## src/hw/rtl/mcoc_pkg.sv

```systemverilog
// Shared widths, reset constants and sequencer state type for the
// median clock offset converter. No dependencies.
package mcoc_pkg;

    localparam int TIME_W = 64;
    localparam int WALL_W = 63;
    localparam int CFG_W  = 32;

    localparam logic [CFG_W-1:0] INTERVAL_RESET = 32'd1000000;

    typedef enum logic [2:0] {
        ST_IDLE,
        ST_WRITE,
        ST_LOAD,
        ST_CAPT,
        ST_SWEEP,
        ST_EVAL,
        ST_RESULT
    } state_t;

endpackage

```

## src/hw/rtl/mcoc_ring.sv

```systemverilog
// Offset history memory: one write port, one read port with registered data.
// Depends on mcoc_pkg for the data width.
module mcoc_ring #(
    parameter int DEPTH  = 16,
    parameter int ADDR_W = 4
) (
    input  logic                        aclk,
    input  logic                        wr_en,
    input  logic [ADDR_W-1:0]           wr_addr,
    input  logic [mcoc_pkg::TIME_W-1:0] wr_data,
    input  logic [ADDR_W-1:0]           rd_addr,
    output logic [mcoc_pkg::TIME_W-1:0] rd_data
);
    import mcoc_pkg::*;

    logic [TIME_W-1:0] mem [0:DEPTH-1];
    logic [TIME_W-1:0] rd_data_reg;

    always_ff @(posedge aclk) begin
        if (wr_en) begin
            mem[wr_addr] <= wr_data;
        end
    end

    always_ff @(posedge aclk) begin
        rd_data_reg <= mem[rd_addr];
    end

    assign rd_data = rd_data_reg;

endmodule

```

## src/hw/rtl/median_clock_offset_converter.sv

```systemverilog
// Median clock offset converter. An item without a new sample goes straight to the
// result. An item with a sample writes its offset to the ring, then tries candidates
// in turn until the median is found; one comparator sweeps the ring memory once per
// candidate (load, capture, sweep, evaluate). One item at a time.
// Reset: sequencer idle, interval 1000000, held offset zero, ring empty (not cleared).
// Depends on mcoc_pkg and mcoc_ring.
module median_clock_offset_converter #(
    parameter int HISTORY_DEPTH = 16
) (
    input  logic                        aclk,
    input  logic                        aresetn,
    input  logic                        cfg_valid,
    output logic                        cfg_ready,
    input  logic [mcoc_pkg::CFG_W-1:0]  cfg_data,
    input  logic                        s_valid,
    output logic                        s_ready,
    input  logic [mcoc_pkg::TIME_W-1:0] s_mono_now_usec,
    input  logic [mcoc_pkg::WALL_W-1:0] s_wall_now_usec,
    input  logic [mcoc_pkg::TIME_W-1:0] s_boot_usec,
    output logic                        m_valid,
    input  logic                        m_ready,
    output logic [mcoc_pkg::TIME_W-1:0] m_unix_usec
);
    import mcoc_pkg::*;

    localparam int IDX_W = (HISTORY_DEPTH > 1) ? $clog2(HISTORY_DEPTH) : 1;
    localparam int CNT_W = $clog2(HISTORY_DEPTH + 1);
    localparam logic [CNT_W-1:0] DEPTH_CNT = CNT_W'(HISTORY_DEPTH);

    state_t            state_reg, state_next;
    logic [CFG_W-1:0]  interval_reg;
    logic [TIME_W-1:0] mono_reg, mono_next;
    logic [WALL_W-1:0] wall_reg, wall_next;
    logic [TIME_W-1:0] boot_reg, boot_next;
    logic [TIME_W-1:0] last_update_reg, last_update_next;
    logic [TIME_W-1:0] held_reg, held_next;
    logic [IDX_W-1:0]  slot_reg, slot_next;
    logic [CNT_W-1:0]  fill_reg, fill_next;
    logic [IDX_W-1:0]  i_reg, i_next;
    logic [CNT_W-1:0]  j_reg, j_next;
    logic [TIME_W-1:0] cand_reg, cand_next;
    logic [CNT_W-1:0]  below_reg, below_next;
    logic [CNT_W-1:0]  same_reg, same_next;
    logic              m_valid_reg, m_valid_next;
    logic [TIME_W-1:0] m_unix_reg, m_unix_next;

    logic              wr_en;
    logic [TIME_W-1:0] wr_data;
    logic [IDX_W-1:0]  rd_addr;
    logic [TIME_W-1:0] rd_data;

    logic [TIME_W-1:0] elapsed;
    logic              sample_due;
    logic [CNT_W-1:0]  slot_plus;
    logic [CNT_W-1:0]  rank;
    logic [CNT_W:0]    below_same;
    logic              found;
    logic              last_cand;
    logic              out_free;

    mcoc_ring #(
        .DEPTH  (HISTORY_DEPTH),
        .ADDR_W (IDX_W)
    ) u_ring (
        .aclk    (aclk),
        .wr_en   (wr_en),
        .wr_addr (slot_reg),
        .wr_data (wr_data),
        .rd_addr (rd_addr),
        .rd_data (rd_data)
    );

    assign cfg_ready   = 1'b1;
    assign m_valid     = m_valid_reg;
    assign m_unix_usec = m_unix_reg;

    assign elapsed    = s_mono_now_usec - last_update_reg;
    assign sample_due = elapsed >= {{(TIME_W-CFG_W){1'b0}}, interval_reg};
    assign slot_plus  = CNT_W'(slot_reg) + 1'b1;
    assign wr_data    = {1'b0, wall_reg} - mono_reg;
    assign rank       = fill_reg >> 1;
    assign below_same = {1'b0, below_reg} + {1'b0, same_reg};
    assign found      = (below_reg <= rank) && ({1'b0, rank} < below_same);
    assign last_cand  = (CNT_W'(i_reg) + 1'b1) >= fill_reg;
    assign out_free   = !m_valid_reg || m_ready;

    always_comb begin
        state_next = state_reg;
        case (state_reg)
            ST_IDLE: begin
                if (s_valid) begin
                    state_next = sample_due ? ST_WRITE : ST_RESULT;
                end
            end
            ST_WRITE: state_next = ST_LOAD;
            ST_LOAD:  state_next = ST_CAPT;
            ST_CAPT:  state_next = ST_SWEEP;
            ST_SWEEP: begin
                if (j_reg == fill_reg) begin
                    state_next = ST_EVAL;
                end
            end
            ST_EVAL: begin
                state_next = (found || last_cand) ? ST_RESULT : ST_LOAD;
            end
            ST_RESULT: begin
                if (out_free) begin
                    state_next = ST_IDLE;
                end
            end
            default: state_next = ST_IDLE;
        endcase
    end

    always_comb begin
        s_ready          = 1'b0;
        wr_en            = 1'b0;
        rd_addr          = i_reg;
        mono_next        = mono_reg;
        wall_next        = wall_reg;
        boot_next        = boot_reg;
        last_update_next = last_update_reg;
        held_next        = held_reg;
        slot_next        = slot_reg;
        fill_next        = fill_reg;
        i_next           = i_reg;
        j_next           = j_reg;
        cand_next        = cand_reg;
        below_next       = below_reg;
        same_next        = same_reg;
        m_valid_next     = m_valid_reg && !m_ready;
        m_unix_next      = m_unix_reg;
        case (state_reg)
            ST_IDLE: begin
                s_ready   = 1'b1;
                mono_next = s_mono_now_usec;
                wall_next = s_wall_now_usec;
                boot_next = s_boot_usec;
            end
            ST_WRITE: begin
                wr_en            = 1'b1;
                last_update_next = mono_reg;
                slot_next        = (slot_plus == DEPTH_CNT) ? '0 : slot_plus[IDX_W-1:0];
                fill_next        = (fill_reg < slot_plus) ? slot_plus : fill_reg;
                i_next           = '0;
            end
            ST_LOAD: begin
                rd_addr = i_reg;
            end
            ST_CAPT: begin
                // candidate arrives now; start the sweep at entry zero
                cand_next  = rd_data;
                rd_addr    = '0;
                j_next     = CNT_W'(1);
                below_next = '0;
                same_next  = '0;
            end
            ST_SWEEP: begin
                // rd_data holds entry j-1, issued last cycle
                rd_addr = j_reg[IDX_W-1:0];
                if ($signed(rd_data) < $signed(cand_reg)) begin
                    below_next = below_reg + 1'b1;
                end else if (rd_data == cand_reg) begin
                    same_next = same_reg + 1'b1;
                end
                if (j_reg != fill_reg) begin
                    j_next = j_reg + 1'b1;
                end
            end
            ST_EVAL: begin
                if (found) begin
                    held_next = cand_reg;
                end else begin
                    i_next = i_reg + 1'b1;
                end
            end
            ST_RESULT: begin
                if (out_free) begin
                    m_valid_next = 1'b1;
                    m_unix_next  = held_reg + boot_reg;
                end
            end
            default: begin
            end
        endcase
    end

    always_ff @(posedge aclk) begin
        if (!aresetn) begin
            state_reg       <= ST_IDLE;
            interval_reg    <= INTERVAL_RESET;
            last_update_reg <= '0;
            held_reg        <= '0;
            slot_reg        <= '0;
            fill_reg        <= '0;
            m_valid_reg     <= 1'b0;
        end else begin
            state_reg       <= state_next;
            last_update_reg <= last_update_next;
            held_reg        <= held_next;
            slot_reg        <= slot_next;
            fill_reg        <= fill_next;
            m_valid_reg     <= m_valid_next;
            if (cfg_valid && cfg_ready) begin
                interval_reg <= cfg_data;
            end
        end
    end

    always_ff @(posedge aclk) begin
        mono_reg   <= mono_next;
        wall_reg   <= wall_next;
        boot_reg   <= boot_next;
        i_reg      <= i_next;
        j_reg      <= j_next;
        cand_reg   <= cand_next;
        below_reg  <= below_next;
        same_reg   <= same_next;
        m_unix_reg <= m_unix_next;
    end

    // the last candidate must always hold the median rank
    a_median_found: assert property (@(posedge aclk) disable iff (!aresetn)
        (state_reg == ST_EVAL && last_cand) |-> found)
        else $error("median rank not found among ring entries");

    a_fill_bound: assert property (@(posedge aclk) disable iff (!aresetn)
        (fill_reg <= DEPTH_CNT) && (CNT_W'(slot_reg) < DEPTH_CNT))
        else $error("ring fill or write slot out of range");

    a_fill_on_write: assert property (@(posedge aclk) disable iff (!aresetn)
        (fill_reg != $past(fill_reg)) |-> ($past(state_reg) == ST_WRITE))
        else $error("fill count moved outside a ring write");

    a_sweep_bound: assert property (@(posedge aclk) disable iff (!aresetn)
        (state_reg == ST_SWEEP) |-> (j_reg <= fill_reg && j_reg != '0))
        else $error("sweep index out of range");

endmodule
```

## config.mk

```make
export PLATFORM = sky130hd
export DESIGN_NAME = median_clock_offset_converter
export DESIGN_NICKNAME = d
export VERILOG_FILES = /design/src/hw/rtl/mcoc_pkg.sv /design/src/hw/rtl/mcoc_ring.sv /design/src/hw/rtl/median_clock_offset_converter.sv
export SDC_FILE = /design/constraint.sdc
export NUM_CORES = 2
export LEC_CHECK = 0
export BUFFER_PORTS_ARGS = -buffer_cell sky130_fd_sc_hd__buf_2
export CELL_PAD_IN_SITES_DETAIL_PLACEMENT = 1
export CELL_PAD_IN_SITES_GLOBAL_PLACEMENT = 1
export CORE_ASPECT_RATIO = 2
export CORE_MARGIN = 2
export CORE_UTILIZATION = 46
export DETAILED_ROUTE_END_ITERATION = 10
export PLACE_DENSITY_LB_ADDON = 0.1
export SLEW_MARGIN = 25
export SYNTH_ARGS = -nofsm -noshare
export SYNTH_HDL_FRONTEND = slang
export SYNTH_SLANG_ARGS = --single-unit
```

## constraint.sdc

```tcl
create_clock -name aclk -period 13.6 [get_ports aclk]
set_input_delay 0.68 -clock aclk [delete_from_list [all_inputs] [get_ports aclk]]
set_output_delay 0.68 -clock aclk [all_outputs]
set_load 0.05 [all_outputs]
```

# After elaboration in Yosys (flattened, before gate mapping)
# Memory sizes are Yosys's and may differ from the RTL's. A register that Yosys moved wholly into a read port is not among the register bits.
# Index checks and enable logic that the tools add are counted.
word_totals:
  latchBits: 0
  output_inout_bits: 67
  mem_count: 1
  register_bits: 511
  romBits: 0
  word_cells: 91
  ram_bits: 1024
op_classes:
  shifts: 0
  muxes: 23
  order_cmp: 6
  div_mod_pow: 0
  bitwise: 0
  n_reduce_logical: 17
  multipliers: 0
  eq_ne: 18
  n_addsub: 10
mem_list:
  columns: ["memory", "words", "word_bits", "rd", "rd_clocked_by_memory_dff", "wr", "line", "rtl"]
  rows:
  - ["u_ring.mem", 16, 64, 1, 1, 1, "mcoc_ring.sv:16", "logic [TIME_W-1:0] mem [0:DEPTH-1];"]
ops:
  columns: ["operator", "n"]
  rows:
  - ["$add 64x64->64", 1]
  - ["$eq 64x64->1", 1]
  - ["$ge 64x32->1", 1]
  - ["$lt 64x64->1", 1]
  - ["$sub 63x64->64", 1]
  - ["$sub 64x64->64", 1]
  - ["$pmux 5 s2", 3]
  - ["$pmux 3 s7", 1]
  - ["$mux 5", 4]
  - ["$ne 2x2->1 const B", 8]
  - ["$pmux 4 s2", 2]
  - ["$add 5x1->5 const B", 3]
  - ["$mux 3", 5]
  - ["$reduce_and 2->1", 6]
  - ["$add 4x1->5 const B", 2]
  - ["$eq 3x3->1 const B", 3]
  - ["$mux 4", 2]
  - ["$add 5x5->6", 1]
  - ["$eq 3x2->1 const B", 2]
  - ["$lt 4x6->1", 1]
  - ["$mux 1", 6]
  - ["$reduce_and 3->1", 2]
  - ["$eq 5x5->1", 1]
  - ["$eq 5x5->1 const B", 1]
  - ["11 further kinds", 15]

# Depth between registers and ports, before layout
logic_depth:
  ltp_word: 6
  depth_mapped: 25
  mapped_depth_nobuf: 25

# Hierarchy
# A second synthesis with hierarchy kept.
hier_totals:
  cells_unflattened: 4882
  hier_area_um2: 70242.4
modules_own_cells:
  columns: ["module", "seq_area_each_um2", "area_per_inst_um2", "cells_per_inst", "instances"]
  rows:
  - ["mcoc_ring", 32030.7, 39583.0, 1647, 1]
  - ["median_clock_offset_converter", 13613.1, 30659.4, 3235, 1]

# Worst setup path before layout
# Ideal clock, no wire load.
synth_timing:
  path_type: "reg2reg"
  from: "reg state_reg[2]"
  to: "reg state_reg[2]"
  arrival_ps: 15560
  period_less_slack_ps: 15697
  t_required_ps: 13463
  path_buffers: 1
  path_slack_ps: -2097
  path_stages_with_launch: 5
  path_cell_list: "dfxtp_1 -> clkbuf_1 -> nor3_1 -> nand4_1 -> o21ai_1"
synth_via:
  elab_chain_cells: 3
  elab_cells_between_ends: 12
  classes_between: "eq/ne: 9; mux: 1; reduce/logical: 2"
synth_rtl:
  columns: ["element", "line", "rtl"]
  rows:
  - ["from (decl)", "median_clock_offset_converter.sv:30", "state_t state_reg, state_next;"]
  - ["from (signal assigned)", "median_clock_offset_converter.sv:198", "state_reg <= state_next;"]
  - ["$eq 3x3->1 or $logic_not 3->1 (tied branches)", "median_clock_offset_converter.sv:89", "case (state_reg)"]
  - ["$ne 2x2->1 (no line)", null, null]
  - ["$reduce_and 3->1 (no line)", null, null]
# Several ways; a longest one is shown, not always the timed one.
# A chain may end at the register's enable or synchronous reset.

# Final worst setup path
layout_timing:
  from: "reg last_update_reg[4]"
  to: "reg state_reg[2]"
layout_via:
  elab_chain_cells: 5
layout_rtl:
  columns: ["element", "line", "rtl"]
  rows:
  - ["from (decl)", "median_clock_offset_converter.sv:35", "logic [TIME_W-1:0] last_update_reg, last_update_next;"]
  - ["from (signal assigned)", "median_clock_offset_converter.sv:199", "last_update_reg <= last_update_next;"]
  - ["$sub 64x64->64", "median_clock_offset_converter.sv:77", "assign elapsed = s_mono_now_usec - last_update_reg;"]
  - ["$ge 64x32->1", "median_clock_offset_converter.sv:78", "assign sample_due = elapsed >= {{(TIME_W-CFG_W){1'b0}}, interval_reg};"]
  - ["$mux 3", "median_clock_offset_converter.sv:92", "state_next = sample_due ? ST_WRITE : ST_RESULT;"]
  - ["$mux 3", "median_clock_offset_converter.sv:91", "if (s_valid) begin"]
  - ["$pmux 3 s7", "median_clock_offset_converter.sv:89", null]
# No other way between the ends. The select of a mux whose other input is x is not followed.

==> impl_results.md <==
* Die Ht at 566 µm
* LEAKAGE at 29.4 nW
* CP Cell Sequence: inv_1 > ha_1 > nand2_1 > a2111oi_0 > nor2_1 > a31oi_1 > a31oi_1 > o21ai_0 > a21oi_1 > o21ai_0 > xor2_1 > ha_1 > a21oi_1 > o211a_1 > o221ai_1 > a2111oi_0 > o2111ai_1 > a2111oi_2 > nand4_1 > nor4_2 > nand4_1 > o21ai_1
* Maximum VDD drop at 0.132 mV
* Worst-case clock buffer depth at 4
* Grt total ovfl at 0
* Core area at 157000 µm²
* Post-synthesis area per instance at 11.9 µm²
* Final Instance Area at roughly 82000 µm²
* Top reg by flops: u_ring.mem
* Chip Width at 285 µm
* Vias/cell at 5.83
* DR DRC count at 0
* Overall Global Routing Usage at 0.257
* Netlist Area Pre-Place at between 70000 and 80000 µm²
* DP HPWL at 134 mm
* Startpoint Class: register
* Cell family with the largest share of critical-path delay: compound AO/OA/AOI/OAI gates
* Critical Path End Type: register
* Vias in the first global route at between 50000 and 60000
* IO buf count at 293
* WP buf/inv at 1
* Seq cells post-synth at 1599
* Antenna viol nets, final at 0
* Synth cell types at 88
* Worst hold path type: primary input to register
* Initial Utilization at 0.462
* Commonest non-fill, non-tap cell in the layout: edfxtp_1
* RePlAce Congestion at 0.954
* Required @ worst endpoint at 14.29 ns
* Slew Viols, Final at 0
* Run status: finished, final reports clean
* Number of flops mapped to enable cells by yosys at 1362
* Fmax at approximately 170 MHz
* First-pass GRT wire length at about 320 mm
* Largest net degree at the start of global routing at ~210
* Clock tree sinks at 1599
* Share of flip-flops with an asynchronous set or reset at 0
* Non-filler cells, final at 8506
* Critical path class: register to register
* HP Start: s_boot_usec[54]
* Final hold violations at 0
* DP Area at 76400 µm²
* Yosys warnings at 0
* CP max stage delay at between 0.5 and 0.6 ns
* Mapped Nets at 6624
* Worst-path fanout max at 7
* Area growth syn-to-layout at 12.5%
* Worst Path Arrival at around 6.7 ns
* Final setup vio count at 0
* Clock root buffer: clkbuf_16
* Fin crit share at 0.445
* Resized Gates After CTS at 0
* Max Cap Viol at 0
* Worst skew pair latency at 0.80 ns
* Ratio of cells with drive above 1 in the final layout at 0.108
* IO Pins at 295
* 1st-iter DRT viols at 2865
* Max-slew headroom at 0.271
* PwrDens at 173 nW/µm²
* Initial antenna violation count at 11
* Seq/Total Area, Yosys at 0.629
* Dpl cells at 8212
* WL final at 210 mm
* Setup TNS at 0 ns
* CTS Buf Count at 154
* Total Power at 0.0141 W
* CP startpoint: last_update_reg[4]
* CTS tree: built
* Cells after Synth at 6077
* RSZ-0062 raised after global routing: false
* Min cycle time layout at 6.05 ns
* Via count at 49600
* Largest register FFs at between 1000 and 1500
* Commonest register cell after synthesis: edfxtp_1
* Clock Pin Slew Worst Setup and Hold Paths at 0.06 ns
* Avg WL per Cell at 24.7 µm
* Pin slew with the least headroom to its limit at 1.09 ns
* R2R Path Start: last_update_reg[4]
* Fin Clk Skew at between 0.06 and 0.07 ns
* Die footprint at 161000 µm²
* FP Rows at 206
* Pre-antenna DRT Iters at 5
* Most frequent cells in the layout: 1362 x edfxtp_1, 935 x nand2_1, 497 x a21oi_1
* Fin nets at 6849
* Worst path slowest cell: a2111oi_0
* FILL cells at about 16000
* H-tree lvl count at 4
-- stage by stage --
step                worst slack, ns  utilization  hold WS [ns]
finish                         7.55        0.520        0.0527
floorplan                      4.35            -         0.408
CTS                            7.57        0.519      0.000716
detailed placement             7.18        0.487         0.422
global route                   6.95        0.520        0.0214
global placement               7.34        0.486         0.422
-- cell type report --
class,instances,area [µm²],share of cell area
multi-input combinational,3876,25000,0.307
antenna,9,22.5,0.000276
inverter,284,1070,0.0131
timing repair buffer,387,2310,0.0283
tap,2080,2600,0.0319
clock inverter,70,707,0.00866
clock buffer,201,4210,0.0516
sequential,1599,45600,0.559
-- layer usage --
layer | part of all wire | GRT usage | up-vias
met2 | 0.53 | 0.480 | 1058
met3 | 0.034 | 0.0263 | 349
met1 | 0.41 | 0.307 | 25100
met4 | 0.032 | 0.0863 | 2
li1 | - | - | 23000
met5 | 0.000033 | 0 | -
-- worst reg2reg max path: cells and delay by family, from the launching register on --
family / cells / cell delay, ns
compound gates: 13 / 3.69
xor+xnor: 1 / 0.18
fa+ha+maj: 2 / 0.70
buf+inv: 1 / 0.05
flops: 1 / 0.33
simple gates: 5 / 1.03
-- synth_stat cells, types with 7 or more instances --
master	number	area share
nand3_1	65	0.0045
or3_1	11	0.00095
clkbuf_1	296	0.015
a21oi_1	499	0.034
xor2_1	74	0.0089
nor2b_1	38	0.0033
and4_1	13	0.0016
a221oi_1	12	0.0014
a211o_1	8	0.00097
a31o_2	8	0.00097
o2111ai_1	9	0.0011
o21bai_1	33	0.0034
o31ai_1	9	0.00093
xnor2_1	104	0.013
and2_0	13	0.0011
a21o_1	115	0.012
a2111oi_0	9	0.0011
edfxtp_1	1362	0.56
o21ai_1	16	0.0011
nand4_1	62	0.0053
mux2i_1	30	0.0041
o31a_1	7	0.00084
nand2_1	935	0.048
o21a_1	50	0.0052
o22ai_1	8	0.00069
a41oi_1	7	0.00084
o211ai_1	31	0.0032
inv_1	283	0.015
nor2_1	182	0.0094
o21ai_0	121	0.0083
and2_1	275	0.024
o221ai_1	7	0.00084
or2_2	8	0.00069
nand2b_1	33	0.0028
a311oi_1	131	0.016
and3_1	21	0.0018
nor3_1	33	0.0023
ha_1	315	0.054
a21boi_0	9	0.00093
dfxtp_1	237	0.065
buf_2	14	0.00097
a31oi_1	149	0.013
a211oi_1	346	0.036
-- power by group --
group / internal (W) / switching (W)
Clock: 0.00244 / 0.00186
Sequential: 0.00631 / 0.000195
Combinational: 0.000993 / 0.00232
Total: 0.00974 / 0.00437
-- path summary, 6_finish.rpt --
path                            slack, ns            to  depth (start not counted)
worst min-delay path                 0.05  boot_reg[54]                          1
worst min register to register       0.43   cand_reg[6]                          0
worst max-delay path                 7.55  state_reg[2]                         22
worst max register to register       7.55  state_reg[2]                         22
-- repair_timing --
action | 4_1_cts | 5_1_grt
hold buffers | 14 | 0
setup buffers | 0 | 0
endpoints found under the hold margin | 14 | 0
-- cells by family (layout without fill, tap and decap cells) --
kind of cell / Yosys count / count (layout) / share of synthesized area
mux: 32 / 32 / 0.00445
other cells: 1 / 10 / 0.0000517
buf+inv: 602 / 942 / 0.0315
simple gates: 1722 / 1722 / 0.110
xor+xnor: 178 / 178 / 0.0215
fa+ha+maj: 319 / 319 / 0.0554
compound gates: 1624 / 1624 / 0.149
flops: 1599 / 1599 / 0.629
No activity file was read; power rests on OpenSTA's default activity.
